<file path="src/hw/rtl/utf8_and_escape_key_decoder_defines.svh">
// Assertion macros shared by the terminal input decoder RTL.
// No dependencies; included by the files that carry assertions.
`ifndef UTF8_AND_ESCAPE_KEY_DECODER_DEFINES_SVH
`define UTF8_AND_ESCAPE_KEY_DECODER_DEFINES_SVH

// same-cycle implication, sampled at the rising clock edge
`define UEK_ASSERT_NOW(name, clk, rst, ante, cons) \
   name: assert property (@(posedge clk) disable iff (rst) (ante) |-> (cons)) \
      else $error("assertion failed in %m");

// next-cycle implication
`define UEK_ASSERT_NEXT(name, clk, rst, ante, cons) \
   name: assert property (@(posedge clk) disable iff (rst) (ante) |=> (cons)) \
      else $error("assertion failed in %m");

`endif

</file>
<file path="src/hw/rtl/utf8ek_pkg.sv">
// Types and constants of the UTF-8 / escape key decoder.
// No dependencies; used by the channel interfaces and every RTL module.
`default_nettype none

package utf8ek_pkg;

   typedef enum logic [2:0] {
      MODE_IDLE = 3'd0,
      MODE_UTF8 = 3'd1,
      MODE_ESC  = 3'd2,
      MODE_CSI  = 3'd3,
      MODE_CSI3 = 3'd4,
      MODE_SS3  = 3'd5
   } mode_type;

   typedef enum logic [1:0] {
      KIND_CHAR    = 2'd0,
      KIND_KEY     = 2'd1,
      KIND_TIMEOUT = 2'd2
   } kind_type;

   typedef enum logic [2:0] {
      KEY_UP     = 3'd0,
      KEY_DOWN   = 3'd1,
      KEY_RIGHT  = 3'd2,
      KEY_LEFT   = 3'd3,
      KEY_HOME   = 3'd4,
      KEY_END    = 3'd5,
      KEY_DELETE = 3'd6
   } keycode_type;

   localparam logic [20:0] REPLACEMENT = 21'h00FFFD;
   localparam logic [7:0]  ESC_BYTE    = 8'h1B;
   localparam logic [7:0]  CSI_BYTE    = 8'h5B;   // '['
   localparam logic [7:0]  SS3_BYTE    = 8'h4F;   // 'O'
   localparam logic [7:0]  CH_A        = 8'h41;
   localparam logic [7:0]  CH_B        = 8'h42;
   localparam logic [7:0]  CH_C        = 8'h43;
   localparam logic [7:0]  CH_D        = 8'h44;
   localparam logic [7:0]  CH_F        = 8'h46;
   localparam logic [7:0]  CH_H        = 8'h48;
   localparam logic [7:0]  CH_3        = 8'h33;
   localparam logic [7:0]  CH_TILDE    = 8'h7E;

   localparam logic CMD_BYTE = 1'b0;
   localparam logic CMD_GAP  = 1'b1;

   typedef struct packed {
      mode_type    mode;
      logic [1:0]  remaining;
      logic [2:0]  exp_len;
      logic [31:0] collected;
   } state_type;

   typedef struct packed {
      kind_type    kind;
      logic [20:0] codepoint;
      logic [2:0]  claim_len;
      logic [31:0] raw_bytes;
      keycode_type key_code;
   } result_type;

endpackage

`default_nettype wire

</file>
<file path="src/hw/rtl/utf8ek_if.sv">
// Valid/ready channel interfaces for request and response words.
// Depends on utf8ek_pkg.
`default_nettype none

interface utf8ek_req_if import utf8ek_pkg::*; ();
   logic       valid;
   logic       ready;
   logic       cmd;
   logic [7:0] data_byte;

   modport source (output valid, output cmd, output data_byte, input ready);
   modport sink   (input valid, input cmd, input data_byte, output ready);
endinterface

interface utf8ek_rsp_if import utf8ek_pkg::*; ();
   logic        valid;
   logic        ready;
   logic [1:0]  kind;
   logic [20:0] codepoint;
   logic [2:0]  claim_len;
   logic [31:0] raw_bytes;
   logic [2:0]  key_code;

   modport source (output valid, output kind, output codepoint, output claim_len,
                   output raw_bytes, output key_code, input ready);
   modport sink   (input valid, input kind, input codepoint, input claim_len,
                   input raw_bytes, input key_code, output ready);
endinterface

`default_nettype wire

</file>
<file path="src/hw/rtl/utf8ek_parse.sv">
// Parser state register and the single-pass next-state / result logic.
// Depends on utf8ek_pkg and the assertion macro header.
`default_nettype none
`include "utf8_and_escape_key_decoder_defines.svh"

module utf8ek_parse import utf8ek_pkg::*; (
   input  wire logic       clock,
   input  wire logic       reset,
   input  wire logic       accept,
   input  wire logic       cmd,
   input  wire logic [7:0] data_byte,
   output logic            emit,
   output result_type      result
);

   state_type state_ff, state_in;
   state_type nxt;

   function automatic result_type char_result(logic [20:0] cp, logic [2:0] cnt,
                                              logic [31:0] raw);
      result_type r;
      r = '{kind: KIND_CHAR, codepoint: cp, claim_len: cnt, raw_bytes: raw,
            key_code: KEY_UP};
      return r;
   endfunction

   function automatic result_type key_result(keycode_type k);
      result_type r;
      r = '{kind: KIND_KEY, codepoint: '0, claim_len: '0, raw_bytes: '0,
            key_code: k};
      return r;
   endfunction

   function automatic logic [20:0] decode(logic [2:0] len, logic [31:0] c);
      logic [20:0] cp;
      case (len)
         3'd2:    cp = {10'd0, c[4:0], c[13:8]};
         3'd3:    cp = {5'd0, c[3:0], c[13:8], c[21:16]};
         3'd4:    cp = {c[2:0], c[13:8], c[21:16], c[29:24]};
         default: cp = REPLACEMENT;
      endcase
      return cp;
   endfunction

   localparam state_type IDLE_STATE = '{mode: MODE_IDLE, remaining: '0,
                                        exp_len: '0, collected: '0};

   logic        gap;
   logic        bad_cont;
   logic [2:0]  pos;
   logic [1:0]  rem_dec;
   logic [31:0] col_new;
   result_type  esc_res;

   assign gap     = (cmd == CMD_GAP);
   assign esc_res = char_result({13'd0, ESC_BYTE}, 3'd1, {24'd0, ESC_BYTE});
   assign pos     = state_ff.exp_len - {1'b0, state_ff.remaining};
   assign rem_dec = state_ff.remaining - 2'd1;

   // continuation byte shape check plus guards on the collecting state
   assign bad_cont = (data_byte[7:6] != 2'b10) || (state_ff.exp_len < 3'd2) ||
                     (state_ff.exp_len > 3'd4) || (state_ff.remaining == 2'd0) ||
                     ({1'b0, state_ff.remaining} >= state_ff.exp_len);

   always_comb begin
      case (pos[1:0])
         2'd1:    col_new = state_ff.collected | {16'd0, data_byte, 8'd0};
         2'd2:    col_new = state_ff.collected | {8'd0, data_byte, 16'd0};
         2'd3:    col_new = state_ff.collected | {data_byte, 24'd0};
         default: col_new = state_ff.collected;
      endcase
   end

   always_comb begin
      nxt    = IDLE_STATE;
      emit   = 1'b0;
      result = char_result('0, '0, '0);
      case (state_ff.mode)
         MODE_UTF8: begin
            if (gap || bad_cont) begin
               emit   = 1'b1;
               result = char_result(REPLACEMENT, state_ff.exp_len, state_ff.collected);
            end else if (rem_dec == 2'd0) begin
               emit   = 1'b1;
               result = char_result(decode(state_ff.exp_len, col_new),
                                    state_ff.exp_len, col_new);
            end else begin
               nxt           = state_ff;
               nxt.collected = col_new;
               nxt.remaining = rem_dec;
            end
         end
         MODE_ESC: begin
            if (!gap && data_byte == CSI_BYTE) begin
               nxt.mode = MODE_CSI;
            end else if (!gap && data_byte == SS3_BYTE) begin
               nxt.mode = MODE_SS3;
            end else begin
               emit   = 1'b1;
               result = esc_res;
            end
         end
         MODE_CSI: begin
            emit = 1'b1;
            if (gap) begin
               result = esc_res;
            end else begin
               case (data_byte)
                  CH_A:    result = key_result(KEY_UP);
                  CH_B:    result = key_result(KEY_DOWN);
                  CH_C:    result = key_result(KEY_RIGHT);
                  CH_D:    result = key_result(KEY_LEFT);
                  CH_H:    result = key_result(KEY_HOME);
                  CH_F:    result = key_result(KEY_END);
                  CH_3: begin
                     emit     = 1'b0;
                     nxt.mode = MODE_CSI3;
                  end
                  default: result = esc_res;
               endcase
            end
         end
         MODE_CSI3: begin
            emit   = 1'b1;
            result = (!gap && data_byte == CH_TILDE) ? key_result(KEY_DELETE) : esc_res;
         end
         MODE_SS3: begin
            emit = 1'b1;
            if (!gap && data_byte == CH_H) begin
               result = key_result(KEY_HOME);
            end else if (!gap && data_byte == CH_F) begin
               result = key_result(KEY_END);
            end else begin
               result = esc_res;
            end
         end
         default: begin
            if (gap) begin
               emit   = 1'b1;
               result = '{kind: KIND_TIMEOUT, codepoint: '0, claim_len: '0,
                          raw_bytes: '0, key_code: KEY_UP};
            end else if (data_byte == ESC_BYTE) begin
               nxt.mode = MODE_ESC;
            end else if (data_byte[7] == 1'b0) begin
               emit   = 1'b1;
               result = char_result({13'd0, data_byte}, 3'd1, {24'd0, data_byte});
            end else if (data_byte[7:5] == 3'b110 || data_byte[7:4] == 4'b1110 ||
                         data_byte[7:3] == 5'b11110) begin
               nxt.mode      = MODE_UTF8;
               nxt.collected = {24'd0, data_byte};
               if (data_byte[7:5] == 3'b110) begin
                  nxt.exp_len   = 3'd2;
                  nxt.remaining = 2'd1;
               end else if (data_byte[7:4] == 4'b1110) begin
                  nxt.exp_len   = 3'd3;
                  nxt.remaining = 2'd2;
               end else begin
                  nxt.exp_len   = 3'd4;
                  nxt.remaining = 2'd3;
               end
            end else begin
               // stray continuation or 0xF8 and up
               emit   = 1'b1;
               result = char_result(REPLACEMENT, 3'd1, {24'd0, data_byte});
            end
         end
      endcase
   end

   assign state_in = accept ? nxt : state_ff;

   always_ff @(posedge clock) begin
      if (reset) begin
         state_ff <= IDLE_STATE;
      end else begin
         state_ff <= state_in;
      end
   end

   `UEK_ASSERT_NOW(a_utf8_counts, clock, reset, state_ff.mode == MODE_UTF8,
      state_ff.exp_len >= 3'd2 && state_ff.exp_len <= 3'd4 &&
      state_ff.remaining != 2'd0 && {1'b0, state_ff.remaining} < state_ff.exp_len)
   `UEK_ASSERT_NOW(a_clear_outside_utf8, clock, reset, state_ff.mode != MODE_UTF8,
      state_ff.remaining == 2'd0 && state_ff.exp_len == 3'd0 && state_ff.collected == 32'd0)

endmodule

`default_nettype wire

</file>
<file path="src/hw/rtl/utf8ek_out.sv">
// Response register: holds one result word until the sink takes it.
// Depends on utf8ek_pkg, utf8ek_if and the assertion macro header.
`default_nettype none
`include "utf8_and_escape_key_decoder_defines.svh"

module utf8ek_out import utf8ek_pkg::*; (
   input  wire logic        clock,
   input  wire logic        reset,
   input  wire logic        load,
   input  wire result_type  result,
   output logic             space,
   utf8ek_rsp_if.source     rsp_if
);

   logic       valid_ff, valid_in;
   result_type res_ff, res_in;

   // a word may enter whenever the register is empty or being drained
   assign space = !valid_ff || rsp_if.ready;

   always_comb begin
      valid_in = valid_ff;
      res_in   = res_ff;
      if (load) begin
         valid_in = 1'b1;
         res_in   = result;
      end else if (rsp_if.ready) begin
         valid_in = 1'b0;
      end
   end

   always_ff @(posedge clock) begin
      if (reset) begin
         valid_ff <= 1'b0;
      end else begin
         valid_ff <= valid_in;
      end
   end

   always_ff @(posedge clock) begin
      res_ff <= res_in;
   end

   assign rsp_if.valid      = valid_ff;
   assign rsp_if.kind       = res_ff.kind;
   assign rsp_if.codepoint  = res_ff.codepoint;
   assign rsp_if.claim_len  = res_ff.claim_len;
   assign rsp_if.raw_bytes  = res_ff.raw_bytes;
   assign rsp_if.key_code   = res_ff.key_code;

   `UEK_ASSERT_NEXT(a_load_shows, clock, reset, load, valid_ff)
   `UEK_ASSERT_NOW(a_key_clean, clock, reset, valid_ff && res_ff.kind != KIND_CHAR,
      res_ff.codepoint == 21'd0 && res_ff.claim_len == 3'd0 && res_ff.raw_bytes == 32'd0)

endmodule

`default_nettype wire

</file>
<file path="src/hw/rtl/utf8_and_escape_key_decoder.sv">
// Top level of the terminal input decoder: UTF-8 characters and escape keys.
// Depends on utf8ek_pkg, utf8ek_if, utf8ek_parse and utf8ek_out.
//
//   channel | dir | fields                                         | handshake
//   req_if  | in  | cmd, data_byte                                 | valid/ready
//   rsp_if  | out | kind, codepoint, claim_len, raw_bytes, key_code | valid/ready
//
// One word is taken per cycle while req_if.ready is high; its result, if any, is shown the cycle after.
// The parser state and the response register are the only storage.
// req_if.ready drops only while a response waits and the sink is stalled.
// Synchronous reset returns the parser to idle and empties the response register.
`default_nettype none

module utf8_and_escape_key_decoder import utf8ek_pkg::*; (
   input  wire logic    clock,
   input  wire logic    reset,
   utf8ek_req_if.sink   req_if,
   utf8ek_rsp_if.source rsp_if
);

   logic       accept;
   logic       emit;
   logic       space;
   result_type result;

   assign req_if.ready = space;
   assign accept       = req_if.valid && space;

   utf8ek_parse u_parse (
      .clock     (clock),
      .reset     (reset),
      .accept    (accept),
      .cmd       (req_if.cmd),
      .data_byte (req_if.data_byte),
      .emit      (emit),
      .result    (result)
   );

   utf8ek_out u_out (
      .clock  (clock),
      .reset  (reset),
      .load   (accept && emit),
      .result (result),
      .space  (space),
      .rsp_if (rsp_if)
   );

endmodule

`default_nettype wire

</file>
<file path="src/flat_wrapper.sv">
// flat-port wrapper written by rule: the top's interface ports become plain ports
module utf8_and_escape_key_decoder_flat import utf8ek_pkg::*;
  (clock, reset, req_if_valid, req_if_cmd, req_if_data_byte, req_if_ready, rsp_if_valid, rsp_if_kind, rsp_if_codepoint, rsp_if_claim_len, rsp_if_raw_bytes, rsp_if_key_code, rsp_if_ready);
  utf8ek_req_if req_if_i ();
  utf8ek_rsp_if rsp_if_i ();
  input  wire logic clock;
  input  wire logic reset;
  input wire logic [$bits(req_if_i.valid)-1:0] req_if_valid;
  input wire logic [$bits(req_if_i.cmd)-1:0] req_if_cmd;
  input wire logic [$bits(req_if_i.data_byte)-1:0] req_if_data_byte;
  output wire logic [$bits(req_if_i.ready)-1:0] req_if_ready;
  output wire logic [$bits(rsp_if_i.valid)-1:0] rsp_if_valid;
  output wire logic [$bits(rsp_if_i.kind)-1:0] rsp_if_kind;
  output wire logic [$bits(rsp_if_i.codepoint)-1:0] rsp_if_codepoint;
  output wire logic [$bits(rsp_if_i.claim_len)-1:0] rsp_if_claim_len;
  output wire logic [$bits(rsp_if_i.raw_bytes)-1:0] rsp_if_raw_bytes;
  output wire logic [$bits(rsp_if_i.key_code)-1:0] rsp_if_key_code;
  input wire logic [$bits(rsp_if_i.ready)-1:0] rsp_if_ready;
  assign req_if_i.valid = req_if_valid;
  assign req_if_i.cmd = req_if_cmd;
  assign req_if_i.data_byte = req_if_data_byte;
  assign req_if_ready = req_if_i.ready;
  assign rsp_if_valid = rsp_if_i.valid;
  assign rsp_if_kind = rsp_if_i.kind;
  assign rsp_if_codepoint = rsp_if_i.codepoint;
  assign rsp_if_claim_len = rsp_if_i.claim_len;
  assign rsp_if_raw_bytes = rsp_if_i.raw_bytes;
  assign rsp_if_key_code = rsp_if_i.key_code;
  assign rsp_if_i.ready = rsp_if_ready;
  utf8_and_escape_key_decoder u_core (.clock(clock), .reset(reset), .req_if(req_if_i), .rsp_if(rsp_if_i));
endmodule
</file>
<file path="config.mk">
export PLATFORM = sky130hd
export DESIGN_NAME = utf8_and_escape_key_decoder_flat
export DESIGN_NICKNAME = d
export VERILOG_FILES = /design/src/hw/rtl/utf8ek_pkg.sv /design/src/hw/rtl/utf8ek_if.sv /design/src/hw/rtl/utf8ek_parse.sv /design/src/hw/rtl/utf8ek_out.sv /design/src/hw/rtl/utf8_and_escape_key_decoder.sv /design/src/flat_wrapper.sv
export VERILOG_INCLUDE_DIRS = /design/src /design/src/hw/rtl
export SDC_FILE = /design/constraint.sdc
export NUM_CORES = 1
export LEC_CHECK = 0
export ABC_CLOCK_PERIOD_IN_PS = 8700
export BUFFER_PORTS_ARGS = -buffer_cell sky130_fd_sc_hd__clkbuf_2
export CAP_MARGIN = 25
export CELL_PAD_IN_SITES_DETAIL_PLACEMENT = 1
export CELL_PAD_IN_SITES_GLOBAL_PLACEMENT = 2
export CORE_ASPECT_RATIO = 0.9
export CORE_MARGIN = 2
export CORE_UTILIZATION = 37
export CTS_BUF_LIST = sky130_fd_sc_hd__clkbuf_4 sky130_fd_sc_hd__clkbuf_8
export DETAILED_ROUTE_END_ITERATION = 8
export PLACE_DENSITY = 0.85
export SYNTH_ARGS = -nofsm -noshare
export SYNTH_HDL_FRONTEND = slang
export SYNTH_SLANG_ARGS = --single-unit
</file>
<file path="constraint.sdc">
create_clock -name clock -period 8.7 [get_ports clock]
set_clock_uncertainty 0.05 [all_clocks]
set_input_delay 1.74 -clock clock [delete_from_list [all_inputs] [get_ports clock]]
set_output_delay 1.74 -clock clock [all_outputs]
set_load 0.01 [all_outputs]
</file>
; ---- Word-level counts from Yosys, hierarchy flattened
; Index checks and enable logic that the tools add are counted.
[classes]
addsub = 2
mul = 0
div = 0
magnitude_cmp = 3
eq_ne = 27
shifts = 0
muxes = 44
bitwise = 3
reduce_logical = 23
[op_table]
columns = op, n
row1 = 60-bit one-hot mux with 7 select lines, 1
row2 = 61-bit one-hot mux with 5 select lines, 1
row3 = 60-bit 2-to-1 mux, 4
row4 = 54-bit 2-to-1 mux, 3
row5 = 40-bit 2-to-1 mux, 3
row6 = 59-bit 2-to-1 mux, 2
row7 = 32-bit one-hot mux with 3 select lines, 1
row8 = 43-bit 2-to-1 mux, 2
row9 = 38-bit 2-to-1 mux, 2
row10 = 37-bit one-hot mux with 2 select lines, 1
row11 = "8-bit by 7-bit equality test with 1-bit output, second input constant", 9
row12 = 21-bit one-hot mux with 3 select lines, 1
row13 = 61-bit 2-to-1 mux, 1
row14 = 37-bit 2-to-1 mux, 1
row15 = 32-bit by 16-bit OR with 32-bit output, 1
row16 = 32-bit by 24-bit OR with 32-bit output, 1
row17 = 32-bit OR, 1
row18 = "3-bit by 2-bit equality test with 1-bit output, second input constant", 4
row19 = "3-bit equality test, second input constant", 4
row20 = 1-bit 2-to-1 mux, 12
row21 = 3-bit 2-to-1 mux, 4
row22 = 3-bit one-hot mux with 4 select lines, 1
row23 = "8-bit by 5-bit equality test with 1-bit output, second input constant", 1
row24 = "8-bit by 6-bit equality test with 1-bit output, second input constant", 1
row25 = other kinds (24), 40
[word_totals]
ff_bits = 102
latch_bits = 0
ram_bits = 0
romBits = 0
input_bits = 13
n_memories = 0

; ---- Logic depth before layout (Yosys ltp)
[logic_depth]
ltp_word = 10
mapped_depth = 9
depth_no_buf = 7

; ---- Modules after synthesis
; From an unflattened synthesis, not the netlist that was laid out.
[hier_totals]
cells_unflattened = 540
area_unflattened_um2 = 5118.7
[modules_own_cells]
columns = module, n_inst, cells_each, area_per_inst_um2, seq_area_each_um2
row1 = utf8ek_parse, 1, 473, 3228.1, 800.8
row2 = utf8ek_out, 1, 65, 1878.1, 1851.8
row3 = utf8_and_escape_key_decoder, 1, 2, 12.5, 0.0

; ---- Worst setup path after synthesis
; Ideal clock, no wire load.
[synth_timing]
path_type = in2reg
startpoint = input req_if_data_byte[3]
endpoint = register u_core.u_out.res_ff (netlist bit u_core.u_out.rsp_if.claim_len[0]), enable pin
t_arrival_ns = 6.720
required_time_ns = 8.095
setup_slack_ns = 1.374
stages = 6
path_buffers = 1
cell_sequence = clkbuf_1 > and3b_1 > nand3_1 > and2_1 > a2111oi_0 > nor3_1
[synth_via]
elab_chain_len = 8
word_cells_on_any_way = 18
classes_between = eq/ne (5) / mux (9) / reduce/logical (4)
[synth_lines]
columns = item, line
row1 = from (decl), flat_wrapper.sv:10  ; input wire logic [$bits(req_if_i.data_byte)-1:0] req_if_data_byte;
row2 = 5-bit equality test, utf8ek_parse.sv:148  ; data_byte[7:3] == 5'b11110) begin
row3 = 1-bit logical OR, utf8ek_parse.sv:147  ; end else if (data_byte[7:5] == 3'b110 || data_byte[7:4] == 4'b1110 ||
row4 = 1-bit 2-to-1 mux, utf8ek_parse.sv:147
row5 = 1-bit 2-to-1 mux, utf8ek_parse.sv:144  ; end else if (data_byte[7] == 1'b0) begin
row6 = 1-bit 2-to-1 mux, utf8ek_parse.sv:142  ; end else if (data_byte == ESC_BYTE) begin
row7 = 1-bit 2-to-1 mux, utf8ek_parse.sv:138  ; if (gap) begin
row8 = 1-bit one-hot mux with 4 select lines *, utf8ek_parse.sv:78  ; case (state_ff.mode)
row9 = 1-bit logical AND *, utf8_and_escape_key_decoder.sv:42  ; .load (accept && emit),
row10 = via u_core.u_out.load, utf8ek_out.sv:9  ; input wire logic load,
row11 = to (signal assigned), utf8ek_out.sv:41  ; res_ff <= res_in;
row12 = to (decl), utf8ek_out.sv:16  ; result_type res_ff, res_in;
; Mark *: on every way through the listed nets, which the timed path passes. The rest lies on a longest branch.
; A chain may end at the register's enable or synchronous reset.

; ---- Worst setup path after layout
[layout_timing]
startpoint = input req_if_data_byte[4]
endpoint = register u_core.u_out.res_ff (netlist bit u_core.u_out.rsp_if.raw_bytes[29]), enable pin
[layout_via]
elab_chain_len = 9
word_cells_on_any_way = 20
classes_between = eq/ne (6) / mux (9) / reduce/logical (5)
[layout_lines]
columns = item, line
row1 = 4-bit equality test, utf8ek_parse.sv:147
row2 = 1-bit logical OR (2 in series), utf8ek_parse.sv:147
row3 = 1-bit 2-to-1 mux, utf8ek_parse.sv:147
row4 = 1-bit 2-to-1 mux, utf8ek_parse.sv:144
row5 = 1-bit 2-to-1 mux, utf8ek_parse.sv:142
row6 = 1-bit 2-to-1 mux, utf8ek_parse.sv:138
row7 = 1-bit one-hot mux with 4 select lines *, utf8ek_parse.sv:78
row8 = 1-bit logical AND *, utf8_and_escape_key_decoder.sv:42
row9 = via u_core.u_out.load, utf8ek_out.sv:9
; Marked as above.

==> results_dict.tcl <==
set metrics [dict create \
    ys.flop_type "edfxtp_1" \
    tightestPinTransition_ns 1.01 \
    drive_above_1_share_pct 19.0 \
    row_count 40 \
    clk_pin_slew_ns 0.10 \
    rsz0062_at_grt "no" \
    syn_area_um2 5110 \
    finalInstanceArea_um2 5730 \
    holdBufCountCts 0 \
    ys_seq_area_share_pct 51.9 \
    instances_no_fill 735 \
    clock_sinks 102 \
    hold_depth 1 \
    place_inst 718 \
    gr-total-overflow 0 \
    power.total_mw 0.949 \
    synth_cell_types 66 \
    die_h_um 116 \
    dpl_cell_area_um2 5550 \
    area_growth_pct 12.1 \
    drt-total-wl_mm 16.2 \
    viasPerCell 6.01 \
    cts_setup_buffers 0 \
    cts_buffer_depth 2 \
    status "complete, no violations" \
    synth_cells 514 \
    hp-start "u_core.u_parse.state_ff[22]" \
    slew_headroom_pct 32.3 \
    final_cell_mix "75 x clkbuf_2, 61 x edfxtp_1, 51 x nor2_1" \
    core_area_um2 13400 \
    ys_ff_latch 102 \
    r2r_slack_ns 4.63 \
    clk_latency_ns 0.40 \
    worstRegToRegCells 7 \
    crit_fanout 42 \
    hp-class "flop to flop" \
    finalCritPeriodShare_pct 49.3 \
    firstDrtPassIters 4 \
    drc 0 \
    ioPinCount 76 \
    finalSetupViolCount 0 \
    fmax_ghz 0.233 \
    fin_setup_tns_ns 0 \
    critPathCaptureType "flop" \
    finalNetCount 580 \
    synthArstFlopShare_pct 0 \
    ys_warn_count 0 \
    die_x_um 128 \
    cts_repair_resize_count 0 \
    slew_violations 0 \
    portBuffers 75 \
    synth_edf_count 61 \
    gp_congestion 0.903 \
    p_per_area_nw_per_um2 166 \
    syn_avg_cell_area_um2 9.94 \
    hold_viol 0 \
    syn_nets 532 \
    p_leak_nw 2.11 \
    die-area_um2 14800 \
    min_period_ns 4.29 \
    rr_endpoint "u_core.u_out.rsp_if.codepoint[2]" \
    grt_pass1_wl_mm 25.4 \
    grt_max_degree 43 \
    crit_required_ns 8.73 \
    grt_antenna_before_repair 0 \
    cts_tree "built" \
    cts_made_buffers 9 \
    holdPathEnd "u_core.u_parse.state_ff[22]" \
    maxCapViolCount 0 \
    drt_iter0_drc 277 \
    grt_pass1_vias 4293 \
    wl_per_cell_um 22.1 \
    critPathKind "input pin to flop" \
    startpoint_type "input pin" \
    cts_max_level 3 \
    critical_path_arrival_ns 4.33 \
    dr_total_vias 4420 \
    diodes 0 \
    grt_usage_pct 22.6 \
    dpl.hpwl_mm 11.5 \
    cts_root_buf "clkbuf_8" \
    vdd_drop_max_v 0.000120 \
    rr_startpoint "u_core.u_parse.state_ff[32]" \
    layout_commonest_cell "clkbuf_2" \
    initial_core_util_pct 38.1 \
    antenna_left 0 \
]
[layout make-up]
| class | count | area (µm²) |
|---|---|---|
| clock buffers | 12 | 146 |
| clock inverters | 4 | 23.8 |
| fillers | 1537 | 7680 |
| inverters | 10 | 37.5 |
| multi-input cells | 360 | 2240 |
| flip-flops and latches | 102 | 2650 |
| well taps | 168 | 210 |
| repair buffers | 79 | 413 |
[cells by family (layout without fill, tap and decap cells)]
logic type	after synthesis	in the layout	share of synthesized area (%)
mux	6	6	1.18
xor+xnor	3	3	0.514
buf+inv	52	105	4.36
compound gates	167	167	22.4
flops	102	102	51.9
simple gates	179	179	18.4
fa+ha+maj	5	5	1.22
[critical path, stage by stage]
cell,delay [ns]
clkbuf_2,0.42
and3b_1,0.34
nand3_1,0.15
and2_1,0.22
a2111oi_0,0.82
nor3_2,0.23
buf_4,0.36
[per-stage QoR]
step | hold WS [ns] | setup WS (ns) | util [%]
after floorplan | 0.371 | 1.37 | -
after global placement | 0.385 | 4.19 | 41.3
after detailed placement | 0.400 | 4.05 | 41.4
after CTS | 0.424 | 4.45 | 42.6
after global routing | 0.448 | 4.24 | 42.7
final | 0.424 | 4.41 | 42.7
[where the power goes]
part / internal, mW / leakage, nW / switching [mW]
registers: 0.536 / 0.942 / 0.00809
logic: 0.0371 / 1.07 / 0.0912
clock network: 0.113 / 0.0944 / 0.165
total: 0.686 / 2.11 / 0.264
[worst max-delay path by stage]
stage                                   start                                 to  slack [ns]  depth (start not counted)
final                     req_if_data_byte[4]  u_core.u_out.rsp_if.raw_bytes[29]        4.41                          7
after global routing      req_if_data_byte[4]  u_core.u_out.rsp_if.raw_bytes[29]        4.24                          7
after global placement    req_if_data_byte[4]  u_core.u_out.rsp_if.raw_bytes[28]        4.19                          7
after detailed placement  req_if_data_byte[2]  u_core.u_out.rsp_if.raw_bytes[28]        4.05                          7
after floorplan           req_if_data_byte[3]   u_core.u_out.rsp_if.claim_len[0]        1.37                          6
after CTS                 req_if_data_byte[2]  u_core.u_out.rsp_if.raw_bytes[28]        4.45                          7
[metal layers]
layer	global-route usage [%]	up-vias	routed length [µm]
met5	0	-	0
met4	7.33	0	260
met3	3.92	17	1060
met2	34.8	142	7300
met1	32.4	2212	7590
li1	-	2049	-
[state kept, by name (all words and copies together) (netlist names)]
register	cells
u_core.u_out.rsp_if.claim_len	3
u_core.u_out.rsp_if.codepoint	21
u_core.u_out.rsp_if.key_code	3
u_core.u_out.rsp_if.kind	2
u_core.u_out.rsp_if.raw_bytes	32
u_core.u_out.rsp_if.valid	1
u_core.u_parse.state_ff	40
[cell usage after synthesis, types with 3 or more instances]
master	n	area, µm²
edfxtp_1	61	1830
nor2_1	51	191
dfxtp_1	41	821
nand2_1	36	135
a21oi_1	30	150
clkbuf_1	29	109
a31oi_1	28	175
o21ai_0	25	125
a211oi_1	15	113
nor3_1	13	65.1
and2_1	10	62.6
buf_2	10	50.1
a22o_1	9	78.8
and3_1	9	56.3
inv_1	9	33.8
nand4_1	9	56.3
nand2b_1	8	50.1
a21o_1	7	52.6
nand3_1	7	35.0
nor2b_1	7	43.8
o211ai_1	7	52.6
a221o_1	6	60.1
mux2i_1	6	60.1
a221oi_1	5	43.8
and3b_1	5	43.8
ha_1	5	62.6
o31ai_1	5	37.5
a22oi_1	4	30.0
nor3b_1	4	30.0
nor4b_1	4	35.0
o22ai_1	4	25.0
nand3b_1	3	22.5
(Power assumes the default switching activity.)
